<file path="config.mk">
export PLATFORM = sky130hd
export DESIGN_NAME = wall_follow_steering_pd_core
export DESIGN_NICKNAME = d
export VERILOG_FILES = /design/src/hw/rtl/wfs_pkg.sv /design/src/hw/rtl/wfs_cfg_regs.sv /design/src/hw/rtl/wall_follow_steering_pd_core.sv
export SDC_FILE = /design/constraint.sdc
export NUM_CORES = 2
export LEC_CHECK = 0
export BUFFER_PORTS_ARGS = -buffer_cell sky130_fd_sc_hd__buf_2
export CAP_MARGIN = 20
export CORE_ASPECT_RATIO = 1.4
export CORE_MARGIN = 2
export CORE_UTILIZATION = 40
export DETAILED_ROUTE_END_ITERATION = 8
export PLACE_DENSITY_LB_ADDON = 0.2
export SLEW_MARGIN = 20
export SYNTH_ARGS = -nofsm -noshare
export SYNTH_HDL_FRONTEND = slang
export SYNTH_HIERARCHICAL = 1
export SYNTH_SLANG_ARGS = --single-unit
</file>
<file path="constraint.sdc">
create_clock -name clk_i -period 9.2 [get_ports clk_i]
set_clock_uncertainty 0.2 [all_clocks]
set_input_delay 0.92 -clock clk_i [delete_from_list [all_inputs] [get_ports clk_i]]
set_output_delay 0.92 -clock clk_i [all_outputs]
set_load 0.005 [all_outputs]
</file>
<file path="src/hw/rtl/wfs_pkg.sv">
// Shared types and constants for the wall-follow steering PD core.
// No dependencies; imported by wfs_cfg_regs and wall_follow_steering_pd_core.
`default_nettype none

package wfs_pkg;

  // Fixed tuning constants
  localparam int STEER_LIMIT   = 50;
  localparam int HEADING_LIMIT = 30;
  localparam int SLOW_DISTANCE = 60;
  localparam int MIN_DRIVE     = 20;
  localparam int NO_READING    = 255;
  localparam int DRIVE_MAX     = 150;
  localparam int TOTAL_MARGIN  = 10;
  localparam int TOTAL_LIMIT   = STEER_LIMIT + TOTAL_MARGIN;

  // Reciprocal for cruise*front/SLOW_DISTANCE; exact for products below
  // 2^20/44, and the product never exceeds 255*59.
  localparam int RECIP_SHIFT = 20;
  localparam int SLOW_RECIP  = ((1 << RECIP_SHIFT) + SLOW_DISTANCE - 1) / SLOW_DISTANCE;

  localparam int CFG_IDX_W  = 3;
  localparam int CFG_DATA_W = 12;

  typedef enum logic [CFG_IDX_W-1:0] {
    REG_WALL_P_GAIN    = 3'd0,
    REG_WALL_D_GAIN    = 3'd1,
    REG_HEADING_P_GAIN = 3'd2,
    REG_HEADING_D_GAIN = 3'd3,
    REG_CRUISE_SPEED   = 3'd4,
    REG_WALL_VALID_LIM = 3'd5,
    REG_WALL_TARGET    = 3'd6,
    REG_WALL_TOO_CLOSE = 3'd7
  } cfg_reg_e;

  typedef struct packed {
    logic signed [11:0] wall_p_gain;
    logic signed [11:0] wall_d_gain;
    logic signed [11:0] heading_p_gain;
    logic signed [11:0] heading_d_gain;
    logic        [7:0]  cruise_speed;
    logic        [7:0]  wall_valid_limit;
    logic        [7:0]  wall_target;
    logic        [7:0]  wall_too_close;
  } wfs_cfg_t;

endpackage

`default_nettype wire

</file>
<file path="src/hw/rtl/wfs_cfg_regs.sv">
// Configuration register bank for the wall-follow steering core.
// Depends on wfs_pkg (register codes, wfs_cfg_t).
`default_nettype none

module wfs_cfg_regs
  import wfs_pkg::*;
(
  input  wire logic                  clk_i,
  input  wire logic                  rst_ni,
  input  wire logic                  cfg_we_i,
  input  wire logic [CFG_IDX_W-1:0]  cfg_idx_i,
  input  wire logic [CFG_DATA_W-1:0] cfg_data_i,
  output wfs_cfg_t                   cfg_o
);

  wfs_cfg_t cfg_q;
  cfg_reg_e idx;

  assign idx   = cfg_reg_e'(cfg_idx_i);
  assign cfg_o = cfg_q;

  always_ff @(posedge clk_i or negedge rst_ni) begin
    if (!rst_ni) begin
      cfg_q.wall_p_gain      <= 12'sd256;
      cfg_q.wall_d_gain      <= 12'sd128;
      cfg_q.heading_p_gain   <= 12'sd256;
      cfg_q.heading_d_gain   <= 12'sd64;
      cfg_q.cruise_speed     <= 8'd100;
      cfg_q.wall_valid_limit <= 8'd180;
      cfg_q.wall_target      <= 8'd90;
      cfg_q.wall_too_close   <= 8'd40;
    end else if (cfg_we_i) begin
      unique case (idx)
        REG_WALL_P_GAIN:    cfg_q.wall_p_gain      <= cfg_data_i;
        REG_WALL_D_GAIN:    cfg_q.wall_d_gain      <= cfg_data_i;
        REG_HEADING_P_GAIN: cfg_q.heading_p_gain   <= cfg_data_i;
        REG_HEADING_D_GAIN: cfg_q.heading_d_gain   <= cfg_data_i;
        REG_CRUISE_SPEED:   cfg_q.cruise_speed     <= cfg_data_i[7:0];
        REG_WALL_VALID_LIM: cfg_q.wall_valid_limit <= cfg_data_i[7:0];
        REG_WALL_TARGET:    cfg_q.wall_target      <= cfg_data_i[7:0];
        REG_WALL_TOO_CLOSE: cfg_q.wall_too_close   <= cfg_data_i[7:0];
        default:            cfg_q                  <= cfg_q;
      endcase
    end
  end

endmodule

`default_nettype wire

</file>
<file path="src/hw/rtl/wall_follow_steering_pd_core.sv">
// Wall-follow steering PD core: top level, pipeline and datapath.
// Depends on wfs_pkg and wfs_cfg_regs.
//
// Usage:
//   Input channel (in_valid_i / in_stall_o) carries one sensor word: left,
//   right and front range plus heading error. Output channel (out_valid_o /
//   out_stall_i) carries one result word: left and right wheel drive and the
//   clamped steering total. A word moves at an edge where valid is high and
//   stall is low.
//   Pipeline: input register -> product register -> result register; a word
//   passes through each in turn. Throughput is one word per cycle while the
//   receiver does not stall; the only feedback is the previous wall and
//   heading error, which are updated as a word leaves the input register,
//   so no bubble is needed between words.
//   Receiver stall: a stalled result holds; upstream stages keep filling until
//   every stage is full, then in_stall_o rises. in_stall_o is a combinational
//   function of out_stall_i and the stage valid bits.
//   Reset: all stages empty, previous errors zero, registers at their defaults.
//   Configuration: write port (cfg_we_i, cfg_idx_i, cfg_data_i), one register
//   per edge, meant to be written while the pipeline is empty.
`default_nettype none

module wall_follow_steering_pd_core
  import wfs_pkg::*;
(
  input  wire logic                  clk_i,
  input  wire logic                  rst_ni,
  // config
  input  wire logic                  cfg_we_i,
  input  wire logic [CFG_IDX_W-1:0]  cfg_idx_i,
  input  wire logic [CFG_DATA_W-1:0] cfg_data_i,
  // input words
  input  wire logic                  in_valid_i,
  output      logic                  in_stall_o,
  input  wire logic [7:0]            left_range_i,
  input  wire logic [7:0]            right_range_i,
  input  wire logic [7:0]            front_range_i,
  input  wire logic signed [12:0]    heading_err_i,
  // result words
  output      logic                  out_valid_o,
  input  wire logic                  out_stall_i,
  output      logic [7:0]            left_drive_o,
  output      logic [7:0]            right_drive_o,
  output      logic signed [8:0]     steer_total_o
);

  wfs_cfg_t cfg;

  wfs_cfg_regs u_cfg (
    .clk_i      (clk_i),
    .rst_ni     (rst_ni),
    .cfg_we_i   (cfg_we_i),
    .cfg_idx_i  (cfg_idx_i),
    .cfg_data_i (cfg_data_i),
    .cfg_o      (cfg)
  );

  // ---------------------------------------------------------------------
  // Handshake: each stage advances when the one after it is free.
  // ---------------------------------------------------------------------
  logic s0_v_q, s1_v_q, out_v_q;
  logic out_free, s1_free, s0_free;
  logic s0_move, s1_move;

  assign out_free   = !out_v_q || !out_stall_i;
  assign s1_free    = !s1_v_q || out_free;
  assign s0_free    = !s0_v_q || s1_free;
  assign in_stall_o = !s0_free;
  assign s0_move    = s0_v_q && s1_free;
  assign s1_move    = s1_v_q && out_free;

  always_ff @(posedge clk_i or negedge rst_ni) begin
    if (!rst_ni) begin
      s0_v_q  <= 1'b0;
      s1_v_q  <= 1'b0;
      out_v_q <= 1'b0;
    end else begin
      if (s0_free)  s0_v_q  <= in_valid_i;
      if (s1_free)  s1_v_q  <= s0_move;
      if (out_free) out_v_q <= s1_move;
    end
  end

  assign out_valid_o = out_v_q;

  // ---------------------------------------------------------------------
  // Stage 0: input register
  // ---------------------------------------------------------------------
  logic [7:0]         left_q, right_q, front_q;
  logic signed [12:0] head_q;

  always_ff @(posedge clk_i) begin
    if (s0_free && in_valid_i) begin
      left_q  <= left_range_i;
      right_q <= right_range_i;
      front_q <= front_range_i;
      head_q  <= heading_err_i;
    end
  end

  // ---------------------------------------------------------------------
  // Stage 0 logic: wall validity, errors, derivatives, products
  // ---------------------------------------------------------------------
  logic signed [8:0]  prev_wall_q, prev_wall_d;
  logic signed [12:0] prev_head_q;

  logic               lv, rv, too_close;
  logic signed [8:0]  diff_lr, err_left, err_right;
  logic signed [9:0]  wall_der;
  logic signed [8:0]  wall_p_arg;
  logic signed [9:0]  wall_d_arg;
  logic signed [20:0] wall_p_prod;
  logic signed [21:0] wall_d_prod;
  logic signed [22:0] wall_sum_d;
  logic signed [13:0] head_der;
  logic signed [24:0] head_p_prod;
  logic signed [25:0] head_d_prod;
  logic signed [26:0] head_sum_d;
  logic               slow_d;
  logic [13:0]        cf_prod_d;

  assign lv = (left_q  != 8'(NO_READING)) && (left_q  < cfg.wall_valid_limit);
  assign rv = (right_q != 8'(NO_READING)) && (right_q < cfg.wall_valid_limit);
  assign too_close = (lv && (left_q  < cfg.wall_too_close)) ||
                     (rv && (right_q < cfg.wall_too_close));

  assign diff_lr   = $signed({1'b0, left_q}) - $signed({1'b0, right_q});
  assign err_left  = $signed({1'b0, left_q}) - $signed({1'b0, cfg.wall_target});
  assign err_right = $signed({1'b0, cfg.wall_target}) - $signed({1'b0, right_q});
  assign wall_der  = 10'(diff_lr) - 10'(prev_wall_q);

  // Operands and the stored error per wall case; no wall gives zero.
  always_comb begin
    if (lv && rv) begin
      wall_p_arg  = diff_lr;
      wall_d_arg  = wall_der;
      prev_wall_d = diff_lr;
    end else if (lv) begin
      wall_p_arg  = err_left;
      wall_d_arg  = '0;
      prev_wall_d = err_left;
    end else if (rv) begin
      wall_p_arg  = err_right;
      wall_d_arg  = '0;
      prev_wall_d = -err_right;
    end else begin
      wall_p_arg  = '0;
      wall_d_arg  = '0;
      prev_wall_d = '0;
    end
  end

  assign wall_p_prod = 21'(cfg.wall_p_gain) * 21'(wall_p_arg);
  assign wall_d_prod = 22'(cfg.wall_d_gain) * 22'(wall_d_arg);
  assign wall_sum_d  = 23'(wall_p_prod) + 23'(wall_d_prod);

  assign head_der    = 14'(head_q) - 14'(prev_head_q);
  assign head_p_prod = 25'(cfg.heading_p_gain) * 25'(head_q);
  assign head_d_prod = 26'(cfg.heading_d_gain) * 26'(head_der);
  assign head_sum_d  = 27'(head_p_prod) + 27'(head_d_prod);

  // front < SLOW_DISTANCE already excludes the no-reading code
  assign slow_d    = front_q < 8'(SLOW_DISTANCE);
  assign cf_prod_d = 14'(cfg.cruise_speed) * 14'(front_q);

  always_ff @(posedge clk_i or negedge rst_ni) begin
    if (!rst_ni) begin
      prev_wall_q <= '0;
      prev_head_q <= '0;
    end else if (s0_move) begin
      prev_wall_q <= prev_wall_d;
      prev_head_q <= head_q;
    end
  end

  // ---------------------------------------------------------------------
  // Stage 1: product register
  // ---------------------------------------------------------------------
  logic signed [22:0] wall_sum_q;
  logic signed [26:0] head_sum_q;
  logic               close_q, slow_q;
  logic [13:0]        cf_prod_q;

  always_ff @(posedge clk_i) begin
    if (s0_move) begin
      wall_sum_q <= wall_sum_d;
      head_sum_q <= head_sum_d;
      close_q    <= too_close;
      slow_q     <= slow_d;
      cf_prod_q  <= cf_prod_d;
    end
  end

  // ---------------------------------------------------------------------
  // Stage 1 logic: scaling, clamps, wheel mix
  // ---------------------------------------------------------------------
  logic signed [22:0] wall_adj;
  logic signed [14:0] wall_div;
  logic signed [15:0] wall_dbl;
  logic signed [7:0]  wall_term;
  logic signed [26:0] head_adj;
  logic signed [14:0] head_div;
  logic signed [15:0] head_neg;
  logic signed [7:0]  head_term;
  logic signed [8:0]  total_raw;
  logic signed [7:0]  total;
  logic [28:0]        recip_prod;
  logic [7:0]         slow_base;
  logic [7:0]         base;
  logic signed [10:0] ls_raw, rs_raw, ls_flr, rs_flr;
  logic [7:0]         left_drive_d, right_drive_d;

  // divide by 256 truncating toward zero
  assign wall_adj = wall_sum_q + (wall_sum_q[22] ? 23'sd255 : 23'sd0);
  assign wall_div = wall_adj[22:8];
  assign wall_dbl = close_q ? $signed({wall_div, 1'b0}) : 16'(wall_div);

  always_comb begin
    if (wall_dbl > STEER_LIMIT)       wall_term = 8'(STEER_LIMIT);
    else if (wall_dbl < -STEER_LIMIT) wall_term = 8'(-STEER_LIMIT);
    else                              wall_term = 8'(wall_dbl);
  end

  // divide by 4096 truncating toward zero, then negate
  assign head_adj = head_sum_q + (head_sum_q[26] ? 27'sd4095 : 27'sd0);
  assign head_div = head_adj[26:12];
  assign head_neg = -16'(head_div);

  always_comb begin
    if (head_neg > HEADING_LIMIT)       head_term = 8'(HEADING_LIMIT);
    else if (head_neg < -HEADING_LIMIT) head_term = 8'(-HEADING_LIMIT);
    else                                head_term = 8'(head_neg);
  end

  assign total_raw = 9'(wall_term) + 9'(head_term);

  always_comb begin
    if (total_raw > TOTAL_LIMIT)       total = 8'(TOTAL_LIMIT);
    else if (total_raw < -TOTAL_LIMIT) total = 8'(-TOTAL_LIMIT);
    else                               total = 8'(total_raw);
  end

  // front slow-down: cruise*front/SLOW_DISTANCE by reciprocal
  assign recip_prod = 29'(cf_prod_q) * 29'(SLOW_RECIP);
  assign slow_base  = recip_prod[RECIP_SHIFT+7:RECIP_SHIFT];

  always_comb begin
    if (!slow_q)                          base = cfg.cruise_speed;
    else if (slow_base < 8'(MIN_DRIVE))   base = 8'(MIN_DRIVE);
    else if (slow_base > cfg.cruise_speed) base = cfg.cruise_speed;
    else                                  base = slow_base;
  end

  assign ls_raw = $signed({3'b000, base}) - 11'(total);
  assign rs_raw = $signed({3'b000, base}) + 11'(total);

  // minimum-speed floor for small positive values
  assign ls_flr = (ls_raw > 0 && ls_raw < MIN_DRIVE) ? 11'(MIN_DRIVE) : ls_raw;
  assign rs_flr = (rs_raw > 0 && rs_raw < MIN_DRIVE) ? 11'(MIN_DRIVE) : rs_raw;

  always_comb begin
    if (ls_flr < 0)              left_drive_d = '0;
    else if (ls_flr > DRIVE_MAX) left_drive_d = 8'(DRIVE_MAX);
    else                         left_drive_d = ls_flr[7:0];
    if (rs_flr < 0)              right_drive_d = '0;
    else if (rs_flr > DRIVE_MAX) right_drive_d = 8'(DRIVE_MAX);
    else                         right_drive_d = rs_flr[7:0];
  end

  // ---------------------------------------------------------------------
  // Stage 2: result register
  // ---------------------------------------------------------------------
  logic [7:0]        left_drive_q, right_drive_q;
  logic signed [8:0] steer_total_q;

  always_ff @(posedge clk_i) begin
    if (s1_move) begin
      left_drive_q  <= left_drive_d;
      right_drive_q <= right_drive_d;
      steer_total_q <= 9'(total);
    end
  end

  assign left_drive_o  = left_drive_q;
  assign right_drive_o = right_drive_q;
  assign steer_total_o = steer_total_q;

endmodule

`default_nettype wire

</file>
==> impl_metrics.yaml <==
outcome:
  outcome: "complete, no violations"
sta:
  max_freq_ghz: 0.109
  hold_viol_final: 0
  fin_crit_ns: 9.19
  rsz0062_at_grt: "yes"
  drv_slew: 0
  max_slew.worst_pin.slew_ns: 0.941
  finalSetupViolCount: 0
  fin_crit_sh_pct: 99.9
  maxSlewHeadroom_pct: 37.2
global_routing:
  grt_pass1_wl_um: 163000
  grt_antenna_before_repair: 3
  grt_overflow: 0
  grt_pass1_vias: 30000
  grt_max_degree: 72
  grt_usage_pct: 20.8
cts:
  cts.sinks: 232
  htreeDepth: 1
  clk-insertion-delay-late_ns: 0.64
  ctsHoldBuffers: 0
  cts.clk_slew.worst_paths_ns: 0.07
  numCtsBuffers: 29
  cts_tree: "yes"
  cts_buffer_depth: 3
  cts_root_buffer: "clkbuf_16"
synth:
  synthTopCellsByArea: "fa_1 (34%), ha_1 (13%), edfxtp_1 (9.8%)"
  ys_seq_area_share_pct: 16.6
  synth_edf_count: 127
  async_flop_share_pct: 45.3
  synth_cell_types: 95
  ys.flop_type: "edfxtp_1"
  synth_area_leader_cell: "fa_1"
  yosysWarnings: 6
  yosys.area.top_type_share_pct: 34.4
  syn_area_per_cell_um2: 9.90
  netlist_instances: 3938
  ys_seq_elements: 232
  syn_nets: 5072
  syn_area_um2: 39000
worst_setup_path:
  cpPeakStageDelay_ns: 0.52
  cp_common_cell: "fa_1"
  path_max_fanout: 3
  cpMaxStageDelayCell: "fa_1"
  startpoint_type: "register"
  r2r_slack_ns: 0.007
  endpoint_kind: "register"
  critPathKind: "register to register"
  cp_top_family: "adder cells"
  required_ns: 9.38
  arrival_ns: 9.38
  path_buf_inv: 8
detailed_routing:
  drt_first_pass_iters: 5
  detail-route-antenna-nets: 0
  drt_iter0_drc: 1159
  vias: 27600
  viasPerCell: 4.97
  wl_um: 100000
  drc: 0
  routedWlPerCell_um: 18.1
job:
  cap_violations: 0
die:
  rows: 135
  die_h_um: 373
  die_width_um: 268
  start_util_pct: 40.3
  die_area_um2: 100000
  io_pins: 84
  coreArea_um2: 96600
final_layout:
  mostFrequentLayoutCell: "inv_1"
  nFillCells: 9320
  final_util_pct: 46.2
  final_nets: 5358
  drive_gt1_share_pct: 17.3
  multi_input_area_um2: 29900
  mostFrequentLayoutCells: "inv_1 (776), fa_1 (642), nand2_1 (421)"
  register_area_um2: 6460
  syn2layout_area_growth_pct: 14.6
  antennaDiodeCount: 0
worst_hold_path:
  hold_path.class: "input pin to async pin"
placement:
  io_buffers: 83
  place_congestion: 0.881
  dp_hpwl_um: 82900
[worst paths after layout]
path,start,endpoint,cells after the start
max,left_q[0],wall_sum_q[22],40
max in group asynchronous,rst_ni,prev_head_q[0],2
min,rst_ni,u_cfg/cfg_o[60],1
max reg2reg,left_q[0],wall_sum_q[22],40
min in group clk_i,left_range_i[7],left_q[7],1
min reg2reg,s0_v_q,s1_v_q,1
[logic make-up after synthesis]
| group | after synthesis | share of synthesized area (%) |
|---|---|---|
| multiplexers | 95 | 2.80 |
| flip-flops | 232 | 16.6 |
| AND/OR/NAND/NOR | 1022 | 13.2 |
| XOR/XNOR | 161 | 3.62 |
| AO/OA/AOI/OAI | 431 | 7.36 |
| buffers and inverters | 920 | 9.01 |
| adder cells (fa/ha/maj) | 1077 | 47.5 |
[Yosys cell counts, types with 12 or more instances]
| cell type | number |
|---|---|
| nand3_1 | 24 |
| o21ai_0 | 79 |
| xor2_1 | 40 |
| a21oi_1 | 125 |
| a211oi_1 | 17 |
| nor3_1 | 33 |
| o21a_1 | 17 |
| o211ai_1 | 13 |
| and3_1 | 17 |
| dfrtp_1 | 88 |
| nand2_1 | 427 |
| xnor2_1 | 121 |
| nand2b_1 | 79 |
| and2_1 | 218 |
| dfstp_2 | 17 |
| fa_1 | 669 |
| nor2b_1 | 46 |
| mux2i_1 | 12 |
| nor2_1 | 102 |
| inv_1 | 789 |
| edfxtp_1 | 127 |
| ha_1 | 408 |
| o21bai_1 | 28 |
| a21o_1 | 47 |
| buf_1 | 18 |
| clkbuf_1 | 95 |
| mux2_2 | 72 |
| nand4_1 | 13 |
[what timing repair did]
item,4_1_cts,5_1_grt
cloned,1,0
setup endpoints to repair,12,27
pin swaps,79,168
gates resized for setup,71,148
setup buffers,15,21
hold endpoints to repair,0,0
[layer usage]
metal	part of all wire, %	track usage, %	vias up
li1	-	-	13000
met1	41	25.4	14100
met2	54	39.1	420
met3	3.1	1.87	120
met4	2.2	4.71	0
met5	0	0	-
[sequential cells by signal (all words and copies together), names as in the netlist, 9 cells and up]
register and count:
u_cfg/cfg_o 80, cf_prod_q 14, head_sum_q 27, prev_wall_q 9, head_q 13, wall_sum_q 23
prev_head_q 13
[cell type report]
class,count,area share (%)
multi-input combinational,2786,66.9
sequential,232,14.5
inverter,791,6.66
timing repair buffer,384,6.08
tap,1301,3.65
clock buffer,41,1.91
clock inverter,13,0.291
[metrics by stage]
stage / hold WS [ns] / instances / setup WS, ns / TNS [ns] / instance area (um2)
floorplan: 0.254 / 3938 / 0.00398 / 0 / 39000
global placement: 0.276 / 5459 / -0.283 / -0.878 / 42500
detailed placement: 0.284 / 5459 / -0.309 / -1.17 / 42500
CTS: 0.149 / 5529 / -0.0188 / -0.0188 / 43900
global route: 0.203 / 5548 / -0.417 / -1.40 / 44600
finish: 0.153 / 5548 / 0.00707 / 0 / 44600
Power is not shown: default switching activity piles up to over one toggle a cycle in this logic, so the estimate is an artifact.
